## src/hdl/amo_pkg.sv

```systemverilog
package amo_pkg;

  // Fixed field widths
  localparam int DATA_W  = 64;
  localparam int ADDR_W  = 11;
  localparam int OPC_W   = 4;
  localparam int SIZE_W  = 2;
  localparam int WIDX_W  = ADDR_W - 3;  // word index bits carried by a byte address

  // Request opcodes
  localparam logic [OPC_W-1:0] OP_XCHG     = 4'd0;
  localparam logic [OPC_W-1:0] OP_RELEASE  = 4'd1;
  localparam logic [OPC_W-1:0] OP_CAS      = 4'd2;
  localparam logic [OPC_W-1:0] OP_F_ADD    = 4'd3;
  localparam logic [OPC_W-1:0] OP_F_SUB    = 4'd4;
  localparam logic [OPC_W-1:0] OP_F_AND    = 4'd5;
  localparam logic [OPC_W-1:0] OP_F_OR     = 4'd6;
  localparam logic [OPC_W-1:0] OP_F_XOR    = 4'd7;
  localparam logic [OPC_W-1:0] OP_F_NAND   = 4'd8;
  localparam logic [OPC_W-1:0] OP_T_ADD    = 4'd9;
  localparam logic [OPC_W-1:0] OP_T_SUB    = 4'd10;
  localparam logic [OPC_W-1:0] OP_T_AND    = 4'd11;
  localparam logic [OPC_W-1:0] OP_T_OR     = 4'd12;
  localparam logic [OPC_W-1:0] OP_T_XOR    = 4'd13;
  localparam logic [OPC_W-1:0] OP_T_NAND   = 4'd14;
  localparam logic [OPC_W-1:0] OP_NONE     = 4'd15;

  // Access size codes
  localparam logic [SIZE_W-1:0] SZ_1 = 2'd0;
  localparam logic [SIZE_W-1:0] SZ_2 = 2'd1;
  localparam logic [SIZE_W-1:0] SZ_4 = 2'd2;
  localparam logic [SIZE_W-1:0] SZ_8 = 2'd3;

  typedef enum logic [2:0] {
    ST_CLEAR,
    ST_IDLE,
    ST_MOD,
    ST_READ,
    ST_EXEC,
    ST_WRITE,
    ST_RESP
  } state_t;

  typedef enum logic [2:0] {
    ALU_ADD,
    ALU_SUB,
    ALU_AND,
    ALU_OR,
    ALU_XOR,
    ALU_NAND
  } alu_op_t;

  // Operation and operands handed to the shared unit
  typedef struct packed {
    alu_op_t           op;
    logic [DATA_W-1:0] a;
    logic [DATA_W-1:0] b;
  } alu_req_t;

  typedef struct packed {
    logic [DATA_W-1:0] res;
    logic              carry;  // carry out; for subtract: no borrow
  } alu_rsp_t;

  function automatic logic [DATA_W-1:0] size_mask(input logic [SIZE_W-1:0] sz);
    logic [DATA_W-1:0] m;
    case (sz)
      SZ_1:    m = 64'h0000_0000_0000_00FF;
      SZ_2:    m = 64'h0000_0000_0000_FFFF;
      SZ_4:    m = 64'h0000_0000_FFFF_FFFF;
      SZ_8:    m = 64'hFFFF_FFFF_FFFF_FFFF;
      default: m = 64'hFFFF_FFFF_FFFF_FFFF;
    endcase
    return m;
  endfunction

  function automatic logic misaligned(input logic [2:0] low, input logic [SIZE_W-1:0] sz);
    logic bad;
    case (sz)
      SZ_1:    bad = 1'b0;
      SZ_2:    bad = low[0];
      SZ_4:    bad = |low[1:0];
      SZ_8:    bad = |low;
      default: bad = 1'b0;
    endcase
    return bad;
  endfunction

  // Read-modify-write opcode to shared-unit operation
  function automatic alu_op_t op_to_alu(input logic [OPC_W-1:0] opc);
    alu_op_t op;
    case (opc) inside
      OP_F_ADD, OP_T_ADD:   op = ALU_ADD;
      OP_F_SUB, OP_T_SUB:   op = ALU_SUB;
      OP_F_AND, OP_T_AND:   op = ALU_AND;
      OP_F_OR,  OP_T_OR:    op = ALU_OR;
      OP_F_XOR, OP_T_XOR:   op = ALU_XOR;
      OP_F_NAND, OP_T_NAND: op = ALU_NAND;
      default:              op = ALU_XOR;
    endcase
    return op;
  endfunction

endpackage

```

## src/hdl/amo_alu.sv

```systemverilog
module amo_alu (
  input  amo_pkg::alu_req_t req,
  output amo_pkg::alu_rsp_t rsp
);

  logic [amo_pkg::DATA_W:0] sum;

  // Single adder serves both add and subtract
  always_comb begin
    if (req.op == amo_pkg::ALU_SUB) begin
      sum = {1'b0, req.a} + {1'b0, ~req.b} + 65'd1;
    end else begin
      sum = {1'b0, req.a} + {1'b0, req.b};
    end
  end

  always_comb begin
    rsp.carry = sum[amo_pkg::DATA_W];
    case (req.op)
      amo_pkg::ALU_ADD:  rsp.res = sum[amo_pkg::DATA_W-1:0];
      amo_pkg::ALU_SUB:  rsp.res = sum[amo_pkg::DATA_W-1:0];
      amo_pkg::ALU_AND:  rsp.res = req.a & req.b;
      amo_pkg::ALU_OR:   rsp.res = req.a | req.b;
      amo_pkg::ALU_XOR:  rsp.res = req.a ^ req.b;
      amo_pkg::ALU_NAND: rsp.res = ~(req.a & req.b);
      default:           rsp.res = '0;
    endcase
  end

endmodule

```

## config.mk

```make
export PLATFORM = sky130hd
export DESIGN_NAME = amo_alu
export DESIGN_NICKNAME = d
export VERILOG_FILES = /design/src/hdl/amo_pkg.sv /design/src/hdl/amo_alu.sv
export SDC_FILE = /design/constraint.sdc
export NUM_CORES = 1
export LEC_CHECK = 0
export ABC_AREA = 1
export BUFFER_PORTS_ARGS = -buffer_cell sky130_fd_sc_hd__buf_2
export CAP_MARGIN = 15
export CELL_PAD_IN_SITES_DETAIL_PLACEMENT = 0
export CELL_PAD_IN_SITES_GLOBAL_PLACEMENT = 2
export CORE_MARGIN = 2
export CORE_UTILIZATION = 30
export DETAILED_ROUTE_END_ITERATION = 16
export PLACE_DENSITY = 0.95
export SLEW_MARGIN = 10
export SYNTH_ARGS = -nofsm -noshare
export SYNTH_HDL_FRONTEND = slang
export SYNTH_SLANG_ARGS = --single-unit
```

## constraint.sdc

```tcl
create_clock -name vclk -period 3.2
set_clock_uncertainty 0.1 [all_clocks]
set_input_delay 0.48 -clock vclk [all_inputs]
set_output_delay 0.48 -clock vclk [all_outputs]
set_load 0.005 [all_outputs]
```

After elaboration in Yosys (flattened, before gate mapping)
Cells that the tools add are included.

storage, ports and cells
  output and inout port bits = 65
  logic and storage cells = 17
  flip-flop bits (word level) = 0
  input bits = 131

cells by class
  reduce and logical (&&, ||, !) cells = 2
  bitwise operators = 5
  add/sub/neg operators = 3
  multiplexer cells = 2
  equality and inequality tests = 5

operators by type and width
  cell                     count
  $pmux W64 S5             1
  $add A64 B64 Y65         2
  $not A64 Y64             2
  $add A65 B1 Y65 const B  1
  $mux W65                 1
  $and A64 B64 Y64         1
  $or A64 B64 Y64          1
  $xor A64 B64 Y64         1
  $eq A3 B2 Y1 const B     2
  $eq A3 B3 Y1 const B     2
  $eq A3 B1 Y1 const B     1
  $logic_not A3 Y1         1
  $reduce_or A2 Y1         1

Longest topological paths before layout
Gate-level depths: netlist of the first run.

  depth after elaboration = 5
  mapped depth = 19
  mapped depth without buffers = 18

Least setup slack after synthesis of the first run
OpenSTA, ideal clock, no wires.

  path kind = input port to output port
  start point = input req[64] (netlist bit)
  end point = output rsp[19] (netlist bit)
  required time = 2,620 ps
  path buffers = 0
  stages on the path = 16
  path slack = 542 ps
  data arrival time = 2,078 ps
  cells stage by stage = inv_1 > ha_1 > inv_1 > fa_1 > nand2_1 > nand2_1 > nand3b_1 > nand2_1 > nand3_1 > nand2_1 > nand2_1 > nand2_1 > nor2_1 > nor2_1 > nand3b_1 > nand2_1

RTL lines
  element             line          RTL
  start: declaration  amo_alu.sv:2  input amo_pkg::alu_req_t req,
  end: declaration    amo_alu.sv:3  output amo_pkg::alu_rsp_t rsp

==> results of run 1 <==
through the flow:
| step | area, um2 | power [mW] | worst slack [ps] |
|---|---|---|---|
| 4_1_cts | 22690 | 3.835 | -42.21 |
| 6_report | 24460 | 4.311 | -44.82 |
| 3_3_place_gp | 21720 | 3.628 | -313.7 |
| 5_1_grt | 24460 | 4.659 | -120.7 |
| 2_1_floorplan | 16160 | 1.914 | 541.8 |
| 3_5_place_dp | 21720 | 3.635 | -321.1 |
cells by family after synthesis:
logic type,Yosys count,share of synthesized area (%)
adder cells (fa/ha/maj),226,17.59
AO/OA/AOI/OAI,336,12.56
XOR/XNOR,1,0.05419
buffers and inverters,844,21.07
AND/OR/NAND/NOR,1909,48.73
layer usage:
metal  share of wire [%]  track usage [%]  vias up  wire length [um]
met5                   0                0        -                 0
met2                  45            46.94      889             36760
met4                 5.4            12.18        0              4417
met3                 7.4            2.528      184              6122
met1                  43            36.97    10310             35040
li1                    -                -    11430                 -
power groups by stage:
stage               clock network (mW)  registers, mW  logic (mW)
floorplan                            0              0        1.91
global placement                     0              0        3.63
detailed placement                   0              0        3.63
CTS                                  0              0        3.84
global route                         0              0        4.66
finish                               0              0        4.31
final cells by class:
cell class | instances | area (um2)
Fill cell | 6023 | 29040
Inverter | 755 | 2841
Multi-Input combinational cell | 2472 | 15300
Tap cell | 696 | 870.8
Timing Repair Buffer | 767 | 5445
worst max-delay path, cell delays in order:
cell     delay, ps
buf_2          100
inv_2           50
ha_4           280
buf_4          160
nor2_1         160
nand2_1        140
inv_1          150
buf_4          130
nand3_1         70
nand2_1        250
nand2_1        120
nand3_1        120
nand2_1         50
nand2_1         60
nand2_1         40
nand3_1         90
nand2_1         80
buf_2          130
what timing repair did:
item,in CTS,in global routing
setup buffers,2,15
pin swaps,23,104
endpoints found under the setup margin,55,56
resized for setup,260,488
hold endpoints to repair,0,0
how the worst min path moves through the flow:
stage	cells past startpoint	endpoint
2_1_floorplan	3	rsp[2]
3_3_place_gp	5	rsp[10]
3_5_place_dp	5	rsp[10]
4_1_cts	5	rsp[62]
5_1_grt	6	rsp[1]
6_report	6	rsp[1]
layout by cell type (no fill, tap or decap), types with 11 or more instances in the layout:
cell and n:
o21ai_0 49, nand3_1 134, nor3_2 12, ha_2 11, a21oi_2 23, buf_6 14
buf_4 553, nor2_2 99, o21ai_1 18, ha_4 60, nand2_2 210, inv_1 676
inv_2 75, nand3_2 42, nand2_4 26, nand4_1 49, nor3_1 13, o21bai_1 14
o22ai_1 68, ha_1 153, a21oi_1 92, nor2_1 182, nor2_4 62, a221oi_1 23
o2111ai_1 11, nand2_1 1041, buf_2 191
==> metrics.cfg, run 1 <==
[global_route]
grt_pass1_wl_mm = 122.3
largest_net_degree_at_the_start_of_global_routing = 39
grt_pass1_vias = 21600
antenna_found_initial = 0
global_route.overflow_total = 0
global_route.usage.total_pct = 28.16

[placement]
place.detailed.instances = 4675
gp_congestion = 1.088
io_buffers = 196
dp.final_hpwl_mm = 70.50

[power_and_ir_drop]
part_of_the_power_in_combinational_logic_pct = 100.0
power_density_nw_per_um2 = 176.3
p_sw_mw = 2.561
clock_power_share_pct = 0
worst_ir_drop_vdd_v = 0.00009057
power.share.sequential_pct = 0
internal_power_summed_over_all_cells_mw = 1.750
cellLeakagePower_nw = 14.16
netSwitchingFraction_pct = 59.40

[synth]
synth.area.top_cells = nand2_1 (29%), ha_1 (17%), inv_1 (17%), nor2_1 (6.9%), nand3_1 (5.6%)
synth.largest_area_cell = nand2_1
yosysWarningCount = 0
synth.most_common_cell = nand2_1
synth.distinct_cells = 49
netlist_top_cells_count = nand2_1 (1269), inv_1 (742), nor2_1 (295)
synthesis.area_um2 = 16160
synth_top_area_share_pct = 29.47
postSynthAreaPerCell_um2 = 4.875
synthesized_instance_count = 3316
postSynthNetCount = 3673
synth-seq-area-share_pct = 0

[detailed_routing]
drt_first_iter_violations = 1904
drt_wl_total_mm = 82.35
avgRoutedWirePerCell_um = 17.56
dr_total_vias = 22810
drc = 0
drtAntennaViolNets = 0
detailedRoute.firstPassIterationCount = 6
avgViaCountPerCell = 4.864

[sta]
hold_slack_ps = 1394
timing_hold_violations_final = 0
setup_repair_after_global_routing_missed_its_margin = true
final_min_period_over_clock_period_pct = 101.4
final_period_minus_worst_setup_slack_ps = 3245
finalSetupViolations = 2
final.setup.worst_slack_ps = -44.82
worst_slew_pin_slew_ps = 535.6
drv_slew = 0
final.setup.tns_ps = -63.24
achievable-frequency_ghz = 0.3082
maxSlewHeadroom_pct = 64.29

[flow_run]
max_cap_viol = 0

[setup_path]
arrival_ps = 2660
critical_path.max_fanout = 8
cp.required_ps = 2620
setup.worst_path.start = req[6]
timing.setup.critical_path_class = input pin to primary output
worstSetupStartpointType = input pin
worst_setup_path_end_kind = primary output
cp-endpoint = rsp[43]

[finish]
layout.clock_buffers = 0
fin_util_pct = 45.72
diodes = 0
area_growth_syn_to_layout_pct = 51.30
nets = 4353
layoutNonFillerInstCount = 4690
final_layout_size_suffix_gt1_share_pct = 35.53
combined_flip_flop_and_latch_cell_area_um2 = 0
seq_cell_count = 0

[die]
die_x_um = 236.1
initial_core_util_pct = 30.22
chipHeight_um = 236.1
floorplan.core_area_um2 = 53500
ioPinCount = 196
die_area_um2 = 55750
num_rows = 85

[status]
failed_checks = setup timing
status = finished, violations left

[cts]
post_cts_hold_buffer_count = 0

[hold_path]
worstHoldStart = req[64]
worstHoldPathType = input pin to primary output

Power figures use the tool's default switching activity.
==> run 2: changes to the inputs <==
ABC_AREA = unset   (was 1)
CORE_UTILIZATION = 32   (was 30)
PLACE_DENSITY = 0.94   (was 0.95)
==> metrics.cfg, run 2 <==
[flow_run]
max_cap_viol = 0  ; unchanged

[global_route]
grt_pass1_vias = 18260  ; -15%
antenna_found_initial = 2  ; +2
grt_pass1_wl_mm = 94.23  ; -23%
largest_net_degree_at_the_start_of_global_routing = 96  ; +150%
global_route.overflow_total = 0  ; unchanged
global_route.usage.total_pct = 29.45  ; +1.3 points

[setup_path]
cp.required_ps = 2620  ; about the same
timing.setup.critical_path_class = input pin to primary output
worstSetupStartpointType = input pin
worst_setup_path_end_kind = primary output
cp_cell_sequence = buf_8 > inv_4 > ha_4 > buf_6 > a21oi_2 > o31a_1 > buf_6 > o32a_1 > a21boi_2 > nor2_2 > o211ai_2 > a41oi_2 > o221a_2 > buf_4 > nor2_1 > mux2_1 > o21ai_1 > buf_2
arrival_ps = 3630  ; +970 ps
cpMaxStageDelayCell = mux2_1
crit_buf_inv = 6  ; unchanged
critical_path.max_fanout = 5  ; -3
timing.critical_path.max_delay_family = compound AO/OA/AOI/OAI gates
crit_top_cell = buf_6
slowest_delay_ps = 370  ; +90 ps

[synth]
synthesis.area_um2 = 12140  ; -25%
synth.most_common_cell = ha_1
netlist_top_cells_count = ha_1 (224), a21oi_1 (207), inv_1 (191)
synth_top_area_share_pct = 23.09  ; -6.4 points
postSynthNetCount = 2296  ; -37%
synth.distinct_cells = 85  ; +73%
synthesized_instance_count = 1939  ; -42%
synth.largest_area_cell = ha_1
synth.area.top_cells = ha_1 (23%), a21oi_1 (8.5%), o21ai_0 (6.2%), inv_1 (5.9%), nor2_1 (5.7%)
synth-seq-area-share_pct = 0  ; unchanged
postSynthAreaPerCell_um2 = 6.259  ; +28%
yosysWarningCount = 0  ; unchanged

[sta]
finalSetupViolations = 59  ; +57
maxSlewHeadroom_pct = 29.13  ; -35 points
final.setup.worst_slack_ps = -1005  ; -960.6 ps
worst_slew_pin_slew_ps = 1063  ; +527.4 ps
drv_slew = 0  ; unchanged
setup_repair_after_global_routing_missed_its_margin = true
final_min_period_over_clock_period_pct = 131.4  ; +30 points
achievable-frequency_ghz = 0.2378  ; -23%
final_period_minus_worst_setup_slack_ps = 4205  ; +960.6 ps
timing_hold_violations_final = 0  ; unchanged
hold_slack_ps = 1372  ; -22.13 ps
final.setup.tns_ps = -41440  ; -41380 ps

[finish]
area_growth_syn_to_layout_pct = 78.13
final_cell_mix = buf_4 (725), ha_1 (180), a21oi_1 (171)
layout.clock_buffers = 0  ; unchanged
final_area_um2 = 21620  ; -12%
final_layout_size_suffix_gt1_share_pct = 46.93  ; +11 points
fin_util_pct = 57.67  ; +12 points
seq_cell_count = 0  ; unchanged
nets = 3144  ; -28%
final_common_cell = buf_4
multi_input_gate_area_in_the_final_layout_um2 = 12900  ; -16%
combined_flip_flop_and_latch_cell_area_um2 = 0  ; unchanged
layout.filler_cells = 3466  ; -42%

[die]
die_x_um = 198.8  ; -16%
num_rows = 71  ; -16%
chipHeight_um = 198.8  ; -16%
initial_core_util_pct = 32.37  ; +2.2 points
floorplan.core_area_um2 = 37490  ; -30%
ioPinCount = 196  ; unchanged
die_area_um2 = 39500  ; -29%

[power_and_ir_drop]
power_density_nw_per_um2 = 186.7  ; +5.9%
worst_ir_drop_vdd_v = 0.00009873  ; +9.0%
cellLeakagePower_nw = 10.23  ; -28%
report.power.total_mw = 4.036  ; -6.4%

[detailed_routing]
drt_wl_total_mm = 61.37  ; -25%
drc = 0  ; unchanged
avgRoutedWirePerCell_um = 18.61  ; +6.0%
detailedRoute.firstPassIterationCount = 6  ; unchanged
drtAntennaViolNets = 0  ; unchanged
avgViaCountPerCell = 5.605  ; +15%
dr_total_vias = 18490  ; -19%
drt_first_iter_violations = 1683  ; -12%

[placement]
dp.final_hpwl_mm = 47.41  ; -33%
io_buffers = 196  ; unchanged
placed_area_um2 = 19120  ; -12%
gp_congestion = 1.064  ; -2.2%

[status]
failed_checks = setup timing
status = finished, violations left

[hold_path]
worstHoldPathType = input pin to primary output

[cts]
post_cts_hold_buffer_count = 0  ; unchanged

==> run 2: power breakdown <==
group / switching, mW / internal, mW
Combinational: 2.10 / 1.93
Clock: 0 / 0.0000000838
Sequential: 0 / 0
==> run 2: per-layer routing <==
layer / track usage [%] / routed length [um] / vias up
li1: - / - / 8690
met1: 35.61 / 24480 / 8578
met2: 52.73 / 29270 / 955
met3: 2.136 / 3954 / 263
met4: 13.99 / 3663 / 0
met5: 0 / 0 / -
==> run 2: kinds of logic (layout without fill, tap and decap cells) <==
| logic type | count (synthesis) | in the layout | synth area share (%) |
|---|---|---|---|
| AOI/OAI and AO/OA | 742 | 742 | 39.01 |
| and+or+nand+nor | 584 | 584 | 22.58 |
| buffers and inverters | 325 | 1171 | 10.35 |
| adders and majority gates | 226 | 226 | 23.42 |
| xor gates and xnor gates | 49 | 49 | 3.536 |
| muxes | 13 | 13 | 1.103 |
| other | 0 | 2 | 0 |
==> run 2: path summary, 6_finish.rpt <==
kind | start | depth (start not counted) | end | slack (ps)
max | req[6] | 18 | rsp[56] | -1010
min | req[127] | 5 | rsp[0] | 1370
==> run 2: area by class of cell <==
class | count | area share (%)
Multi-Input combinational cell | 1614 | 59.68
Timing Repair Buffer | 971 | 33.47
Tap cell | 511 | 2.957
Inverter | 200 | 3.872
Antenna cell | 2 | 0.02315
==> run 2: through the flow <==
stage | instances | worst slack, ps
global placement | 3231 | -1135
finish | 3298 | -1005
CTS | 3275 | -1037
global route | 3298 | -1082
floorplan | 1939 | -456.8
detailed placement | 3231 | -1175
==> run 2: repair_timing <==
| action | in CTS | in global routing |
|---|---|---|
| buffers inserted | 48 | 35 |
| pin swaps | 126 | 109 |
| cloned | 0 | 0 |
| setup endpoints to repair | 60 | 60 |
| gates resized for setup | 293 | 167 |
==> run 3: changes to the inputs <==
clock period = 4 ns   (was 3.2 ns; I/O delays follow)
==> metrics.cfg, run 3 (synthesized netlist as in run 2, its figures left out) <==
[die]
die_x_um = 198.8  ; unchanged
floorplan.core_area_um2 = 37490  ; unchanged
initial_core_util_pct = 32.37  ; unchanged
num_rows = 71  ; unchanged
die_area_um2 = 39500  ; unchanged
ioPinCount = 196  ; unchanged
chipHeight_um = 198.8  ; unchanged

[placement]
dp.final_hpwl_mm = 45.25  ; -4.6%
place.detailed.instances = 3097  ; -4.1%
placed_area_um2 = 17620  ; -7.8%
gp_congestion = 1.050  ; -1.3%
io_buffers = 196  ; unchanged

[detailed_routing]
avgViaCountPerCell = 5.732  ; +2.3%
drtAntennaViolNets = 0  ; unchanged
dr_total_vias = 18350  ; -0.75%
drc = 0  ; unchanged
drt_first_iter_violations = 1718  ; +2.1%
avgRoutedWirePerCell_um = 18.99  ; +2.1%
drt_wl_total_mm = 60.79  ; -0.95%
detailedRoute.firstPassIterationCount = 14  ; +8

[setup_path]
slowest_delay_ps = 530  ; +160 ps
cp-endpoint = rsp[64]
critical_path.max_fanout = 9  ; +4
worstSetupStartpointType = input pin
crit_buf_inv = 5  ; -1
setup.worst_path.start = req[6]
worst_setup_path_end_kind = primary output
cpMaxStageDelayCell = or4_4
timing.critical_path.max_delay_family = compound AO/OA/AOI/OAI gates
cp.required_ps = 3300  ; +680 ps
levels_on_crit_path = 17  ; -1
crit_top_cell = buf_8
arrival_ps = 3790  ; +160 ps
cp_cell_sequence = buf_8 > inv_6 > ha_4 > buf_8 > a21oi_1 > o31a_1 > o32a_1 > a21boi_2 > nor2_2 > o211ai_2 > a41oi_2 > o221a_2 > o21ai_2 > buf_4 > and3_1 > or4_4 > buf_2
timing.setup.critical_path_class = input pin to primary output

[sta]
timing_hold_violations_final = 0  ; unchanged
final_period_minus_worst_setup_slack_ps = 4488
worst_slew_pin_slew_ps = 1098  ; +35.10 ps
final_min_period_over_clock_period_pct = 112.2
achievable-frequency_ghz = 0.2228
setup_repair_after_global_routing_missed_its_margin = true
finalSetupViolations = 40  ; -32%
final.setup.worst_slack_ps = -488.4  ; +517.1 ps
drv_slew = 0  ; unchanged
hold_slack_ps = 1636  ; +264.2 ps
maxSlewHeadroom_pct = 26.79  ; -2.3 points

[finish]
final_layout_size_suffix_gt1_share_pct = 45.70  ; -1.2 points
final_area_um2 = 20980  ; -3.0%
seq_cell_count = 0  ; unchanged
layoutNonFillerInstCount = 3201  ; -2.9%
layout.clock_buffers = 0  ; unchanged
combined_flip_flop_and_latch_cell_area_um2 = 0  ; unchanged
final_common_cell = buf_4
nets = 3048  ; -3.1%
area_growth_syn_to_layout_pct = 72.85
final_cell_mix = buf_4 (628), nand2_1 (173), a21oi_1 (171), ha_1 (171), nor2_1 (170)

[power_and_ir_drop]
report.power.total_mw = 3.135  ; -22%
cellLeakagePower_nw = 9.776  ; -4.5%
power_density_nw_per_um2 = 149.5  ; -20%
worst_ir_drop_vdd_v = 0.00007563  ; -23%

[global_route]
antenna_found_initial = 1  ; -1
largest_net_degree_at_the_start_of_global_routing = 241  ; +150%
global_route.usage.total_pct = 28.23  ; -1.2 points
grt_pass1_vias = 17690  ; -3.1%
global_route.overflow_total = 0  ; unchanged
grt_pass1_wl_mm = 90.38  ; -4.1%

[status]
status = finished, violations left
failed_checks = setup timing

[cts]
post_cts_hold_buffer_count = 0  ; unchanged

[hold_path]
worstHoldPathType = input pin to primary output

[flow_run]
max_cap_viol = 0  ; unchanged

==> run 3: layout make-up <==
cell class	instances	area (um2)
timing repair buffer	875	6606
tap	511	639.4
antenna	1	2.502
inverter	200	805.8
multi-input combinational	1614	12920
fill	3430	16510
==> run 3: how the worst min path moves through the flow <==
stage                     cells past startpoint     start       to  slack (ps)
final                                         5  req[127]   rsp[0]        1640
after global routing                          5  req[127]   rsp[0]        1700
after detailed placement                      5  req[127]   rsp[0]        1620
after global placement                        5  req[127]   rsp[0]        1620
after CTS                                     5  req[127]   rsp[0]        1630
after floorplan                               3  req[129]  rsp[58]        1300
==> run 3: per-layer routing <==
| layer | track usage, % | part of all wire [%] | up-vias |
|---|---|---|---|
| met5 | 0 | 0 | - |
| met4 | 11.53 | 4.8 | 0 |
| met3 | 2.882 | 7.9 | 225 |
| met2 | 49.25 | 47 | 1002 |
| met1 | 35.36 | 40 | 8641 |
| li1 | - | - | 8480 |
==> run 3: metrics by stage <==
step                util, %  setup slack, ps  setup TNS (ps)
floorplan                 -           -8.219          -8.219
detailed placement    47.01           -812.7          -20760
CTS                   52.99           -366.0           -6466
global placement      47.01           -767.3          -19450
finish                55.96           -488.4           -9098
global route          55.96           -522.3          -12690
==> run 3: where the power goes <==
group          internal [mW]  switching (mW)
clock network   0.0000000335               0
logic                   1.47            1.66
registers                  0               0
==> run 3: repair_timing <==
item | 4_1_cts | 5_1_grt
setup endpoints to repair | 50 | 49
pin swaps | 155 | 105
gates resized for setup | 407 | 175
setup buffers | 65 | 52
